File: src/rtl/ffjp_pkg.sv
// Package with the shared widths, codes and control types of the first-fit job placer.
`timescale 1ns / 1ps
`default_nettype none
package ffjp_pkg;

  localparam int MAX_WORKERS = 128;
  localparam int IDX_W = (MAX_WORKERS > 1) ? $clog2(MAX_WORKERS) : 1;
  localparam int CNT_W = $clog2(MAX_WORKERS + 1);

  localparam int CORES_W = 8;
  localparam int MEM_W = 12;
  localparam int TIME_W = 16;
  localparam int BUSY_W = 17;
  localparam int TAG_W = 16;
  localparam int WIDX_W = 7;
  localparam int WIU_W = 8;

  localparam int CFG_IDX_W = 2;
  localparam int CFG_DATA_W = 12;

  localparam logic [WIU_W-1:0] RESET_WORKERS = 8'd128;
  localparam logic [CORES_W-1:0] RESET_CORES = 8'd24;
  localparam logic [MEM_W-1:0] RESET_MEMORY = 12'd64;

  localparam logic [CFG_IDX_W-1:0] REG_WORKERS_IN_USE = 2'd0;
  localparam logic [CFG_IDX_W-1:0] REG_CORES_PER_WORKER = 2'd1;
  localparam logic [CFG_IDX_W-1:0] REG_MEMORY_PER_WORKER = 2'd2;

  localparam logic CMD_RELOAD = 1'b0;
  localparam logic CMD_PLACE = 1'b1;

  typedef struct packed {
    logic [CORES_W-1:0] cores;
    logic [MEM_W-1:0] mem;
    logic [BUSY_W-1:0] busy;
  } entry_t;

  typedef struct packed {
    logic cmd;
    logic [TIME_W-1:0] arrival_time;
    logic [CORES_W-1:0] cores_needed;
    logic [MEM_W-1:0] memory_needed;
    logic [TIME_W-1:0] run_length;
    logic [TAG_W-1:0] job_tag;
  } job_t;

  typedef struct packed {
    logic [TAG_W-1:0] tag_out;
    logic placed;
    logic [WIDX_W-1:0] worker_index;
    logic [BUSY_W-1:0] finish_time;
  } res_t;

  typedef struct packed {
    logic start;
    logic reload_en;
    logic scan_en;
    logic load_out;
  } ctl_cmd_t;

  typedef struct packed {
    logic reload_done;
    logic hit;
    logic miss_done;
    logic out_free;
  } ctl_stat_t;

  typedef enum logic [3:0] {
    ST_IDLE   = 4'b0001,
    ST_RELOAD = 4'b0010,
    ST_SCAN   = 4'b0100,
    ST_FINISH = 4'b1000
  } state_t;

endpackage
`default_nettype wire

File: src/rtl/ffjp_controller.sv
// Controller state machine that sequences reload sweeps, table scans and result hand-off.
`timescale 1ns / 1ps
`default_nettype none
module ffjp_controller (
  input  wire logic                clk,
  input  wire logic                rst,
  input  wire logic                in_valid,
  input  wire logic                in_cmd,
  output logic                     in_ready,
  input  wire ffjp_pkg::ctl_stat_t stat,
  output ffjp_pkg::ctl_cmd_t       cmd
);
  import ffjp_pkg::*;

  state_t state, state_next;

  always_ff @(posedge clk) begin
    if (rst) begin
      state <= ST_IDLE;
    end else begin
      state <= state_next;
    end
  end

  always_comb begin
    state_next = state;
    cmd = '0;
    in_ready = 1'b0;
    unique case (state)
      ST_IDLE: begin
        in_ready = 1'b1;
        if (in_valid) begin
          cmd.start = 1'b1;
          state_next = (in_cmd == CMD_PLACE) ? ST_SCAN : ST_RELOAD;
        end
      end
      ST_RELOAD: begin
        cmd.reload_en = 1'b1;
        if (stat.reload_done) begin
          state_next = ST_FINISH;
        end
      end
      ST_SCAN: begin
        cmd.scan_en = 1'b1;
        if (stat.hit || stat.miss_done) begin
          state_next = ST_FINISH;
        end
      end
      ST_FINISH: begin
        if (stat.out_free) begin
          cmd.load_out = 1'b1;
          state_next = ST_IDLE;
        end
      end
      default: state_next = ST_IDLE;
    endcase
  end

endmodule
`default_nettype wire

File: config.mk
export PLATFORM = sky130hd
export DESIGN_NAME = ffjp_controller
export DESIGN_NICKNAME = d
export VERILOG_FILES = /design/src/rtl/ffjp_pkg.sv /design/src/rtl/ffjp_controller.sv
export SDC_FILE = /design/constraint.sdc
export NUM_CORES = 1
export LEC_CHECK = 0
export ABC_AREA = 1
export BUFFER_PORTS_ARGS = -buffer_cell sky130_fd_sc_hd__buf_2
export CORE_AREA = 5 5 42 44
export DETAILED_ROUTE_END_ITERATION = 10
export DIE_AREA = 0 0 47 49
export SYNTH_ARGS = -nofsm -noshare
export SYNTH_HDL_FRONTEND = slang
export SYNTH_SLANG_ARGS = --single-unit
File: constraint.sdc
create_clock -name clk -period 2.4 [get_ports clk]
set_clock_uncertainty 0.15 [all_clocks]
set_input_delay 0.36 -clock clk [delete_from_list [all_inputs] [get_ports clk]]
set_output_delay 0.36 -clock clk [all_outputs]
set_load 0.02 [all_outputs]
# ---- Yosys cells after proc, flatten, opt, wreduce, memory -nomap -nowiden
# Cells that the tools add are included.
dict set report word_totals {
  romBits 0
  out_inout_bits 5
  inputBits 8
  latch_bits 0
  register_bits 4
  ramBits 0
  n_memories 0
}
dict set report classes {
  muxes 13
  mul 0
  n_reduce_logical 2
  order_cmp 0
  eq_ne 8
  div_mod_pow 0
  add_sub_neg 0
  bitwise_logic 0
  shift 0
}
# operator count
set ops {}
lappend ops {{4-bit two-way mux} 4}
lappend ops {{4-bit case mux with 4 select lines} 1}
lappend ops {{2-bit != test, second input constant} 4}
lappend ops {{1-bit two-way mux} 7}
lappend ops {{4-bit by 1-bit equality test with 1-bit output, second input constant} 1}
lappend ops {{4-bit by 2-bit equality test with 1-bit output, second input constant} 1}
lappend ops {{4-bit by 3-bit equality test with 1-bit output, second input constant} 1}
lappend ops {{4-bit equality test, second input constant} 1}
lappend ops {{4-bit AND reduction} 1}
lappend ops {{3-bit two-way mux} 1}
lappend ops {{1-bit logical OR} 1}

# ---- Logic depth before layout (Yosys ltp)
dict set report logic_depth {
  ltp_word 3
  ltp_mapped 8
  mapped_depth_nobuf 8
}

# ---- Least setup slack after synthesis
# No wires, ideal clock.
dict set report synth_path {
  path_type {register to output}
  from {reg state[2]}
  to {out cmd[3] (netlist bit)}
  t_required_ps 1890
  stages_incl_launch_ff 4
  t_arrival_ps 847
  slack_ps 1043
  cell_sequence {dfxtp_1 -> nor2_2 -> nand2_2 -> nor2_1}
}
# item line_no
set synth_rtl {}
lappend synth_rtl {{start, declared} ffjp_controller.sv:15} ;# state_t state, state_next;
lappend synth_rtl {{start signal, assigned} ffjp_controller.sv:21} ;# state <= state_next;
lappend synth_rtl {{end, declared} ffjp_controller.sv:11} ;# output ffjp_pkg::ctl_cmd_t cmd

==> run_results.csv <==
group,metric,value,unit
timing,maxSlewHeadroom,85.69,%
place,io_buffers,12,
cts,cts_buffers,3,
worst_setup_path,critPathMaxFanout,4,
timing,min_period,1617,ps
logic_synthesis,synth_ff_type,"dfxtp_1",
final_layout,insertedDiodeCount,0,
flow_run,max_cap_viol_count,0,
worst_setup_path,worstPathRequired,1890,ps
route,top_layer,"met3",
worst_setup_path,timing.rr.end,"state[1]",
cts,post_cts_resized,0,
timing,tns,0,ps
logic_synthesis,synthCells,52,
worst_setup_path,setup.worst_path.end_class,"primary output",
logic_synthesis,syn-cell-area,295.3,sq um
route,wl_per_cell,7.675,um
place,place_congestion,0.7381,
route,num_vias,341,
logic_synthesis,synth_compound_area_share,0,%
floorplan,initial_core_util,21.07,%
final_layout,fillers,172,
worst_setup_path,r2r-start,"state[2]",
place,pre_cts_slack,1018,ps
route,drtIter0Drc,20,
timing,period_share,67.39,%
cts,cts_setup_buffers,0,
logic_synthesis,synthAdderAreaFrac,0,%
route,post-route-drc-count,0,
worst_setup_path,crit_family,"simple AND/OR/NAND/NOR gates",
floorplan,rows,14,
floorplan,die_w,47,um
logic_synthesis,synth_seq_area_share,27.12,%
grt,grt_overflow,0,
logic_synthesis,muxShareOfSynthArea,0,%
grt,grt_max_degree,8,
timing,timing.final.ws_setup,782.6,ps
logic_synthesis,syn-num-nets,60,
logic_synthesis,yosys_warnings,0,
logic_synthesis,synth_edf_count,0,
cts,cts_hold_buf,0,
logic_synthesis,syn-mean-instance-area,5.679,sq um
worst_setup_path,worstRegToRegCells,7,
final_layout,largest_reg_flops,4,
worst_setup_path,startpoint,"state[2]",
route,drt-met1-wl,308,um
worst_setup_path,cp_cell_sequence,"nor2_2, nand2_2, nor2_1, buf_2",
floorplan,core_area,1401,sq um
cts,ctsLongestPathBuffers,2,
logic_synthesis,synth_xor_xnor_area_share,0,%
grt,grt_pass1_vias,275,
min_path,holdPathStages,4,
final_layout,largest_register,"state",
power,powerDensity,1355,nW/um^2
route,wirelength,637,um
place,dp_hpwl,547.1,um
cts,cts_tree,"yes",
logic_synthesis,synth_top_family_by_area,"simple AND/OR/NAND/NOR gates",
cts,cts_root_buffer,"clkbuf_4",
route,routed-wl-met3,83,um
logic_synthesis,synthSimpleGateAreaFrac,60.17,%
route,wl_met2,246,um
final_layout,layout-drive-gt1-share,32.84,%
logic_synthesis,synth_cell_types,11,
final_layout,nNetsFinal,77,
cts,clk_pin_slew,40,ps
min_path,timing.hold.worst_endpoint,"state[2]",
min_path,hp-class,"in2reg",
worst_setup_path,cp_slowest_cell,"dfxtp_1",
worst_setup_path,critPathMaxStageDelay,330,ps
worst_setup_path,crit_buf_inv,1,
timing,slew_viol_final,0,
worst_setup_path,r2r_slack,1110,ps
final_layout,fin_cells,83,
route,dr.pass1.iters,4,
run_status,status,"finished clean",
timing,setup_viol,0,
logic_synthesis,synth.top_cells.by_area,"dfxtp_1, nor2_1, nand2_1",
logic_synthesis,synth_top_area_share,27.12,%
worst_setup_path,crit_arrival,1110,ps
timing,hold_viol,0,
cts,cts_num_sinks,4,
logic_synthesis,synthArstFlopShare,0,%
route,vias_per_cell,4.108,
cts,clkLatencyLatePin,230,ps
timing,fmax,618.3,MHz
grt,grt_usage,6.056,%
timing,grt_setup_unrepaired,"no",
route,ant_nets,0,
power,leakage,0.0002466,uW
grt,antenna_found_initial,0,
final_layout,final_util,28.39,%
logic_synthesis,synth-seq-cells,4,
logic_synthesis,synth.most_common_cell,"nor2_1",
worst_setup_path,critPathKind,"reg2out",
min_path,hp-start,"rst",
cts,h-tree-depth,1,
final_layout,largestRegisters,"state (4)",
timing,tightest_slew,213.9,ps
power,peakVddDrop,0.0005573,V
grt,grt_pass1_wl,1035,um
logic_synthesis,synth_top_cells_by_count,"nor2_1, nand2_1, inv_1",
worst_setup_path,cp-start-kind,"flip-flop",
floorplan,die_y,49,um
final_layout,area_delta_synth_final,34.75,%
place,dp.cells,80,
floorplan,ios,13,
logic_synthesis,synth.largest_area_cell,"dfxtp_1",
floorplan,die-area,2303,sq um
how the worst max path moves through the flow:
stage              to  slack [ps]  cells past startpoint
4_1_cts        cmd[1]         770                      4
5_1_grt        cmd[1]         690                      4
3_5_place_dp   cmd[1]        1020                      4
2_1_floorplan  cmd[3]        1040                      3
6_report       cmd[3]         780                      4
3_3_place_gp   cmd[3]        1020                      4
metal layers:
metal | vias up | GRT usage [%]
met1 | 145 | 8.352
met4 | 0 | 1.382
met2 | 13 | 8.145
li1 | 183 | -
met3 | 0 | 3.321
met5 | - | 0
cell type report:
| cell class | instances | area, sq um | share of cell area [%] |
|---|---|---|---|
| Inverter | 10 | 37.54 | 9.434 |
| Tap cell | 16 | 20.02 | 5.031 |
| Multi-Input combinational cell | 38 | 177.7 | 44.65 |
| Timing Repair Buffer | 12 | 60.06 | 15.09 |
| Sequential cell | 4 | 80.08 | 20.13 |
| Clock buffer | 3 | 22.52 | 5.660 |
stage by stage:
step	total power (uW)	instance area (sq um)	hold WS, ps
floorplan	382.6	295.3	351.0
global placement	458.2	375.4	364.4
detailed placement	458.6	375.4	374.0
CTS	543.4	397.9	256.0
global route	599.1	397.9	288.4
finish	539.2	397.9	257.4
worst min-delay path: cells and delay by family:
family | cells | cell delay [ps]
buf+inv | 2 | 130
simple gates | 2 | 100
logic make-up (layout without fill, tap and decap cells):
family | Yosys count | after routing
buffers and inverters | 10 | 25
flip-flops | 4 | 4
AND/OR/NAND/NOR | 38 | 38
power breakdown:
part / switching [uW] / total [uW] / internal (uW)
registers: 32.0 / 131 / 99.2
logic: 214 / 327 / 113
clock network: 25.4 / 81.2 / 55.8
total: 271 / 539 / 268
cell usage in the layout (no fill, tap or decap), drive strengths merged:
master	Yosys	final
nor2	17	17
nand2	13	13
buf	0	12
inv	10	10
nand3	5	5
dfxtp	4	4
clkbuf	0	3
and2	2	2
or2	1	1
Note: power is estimated with default switching activity, not from simulation.
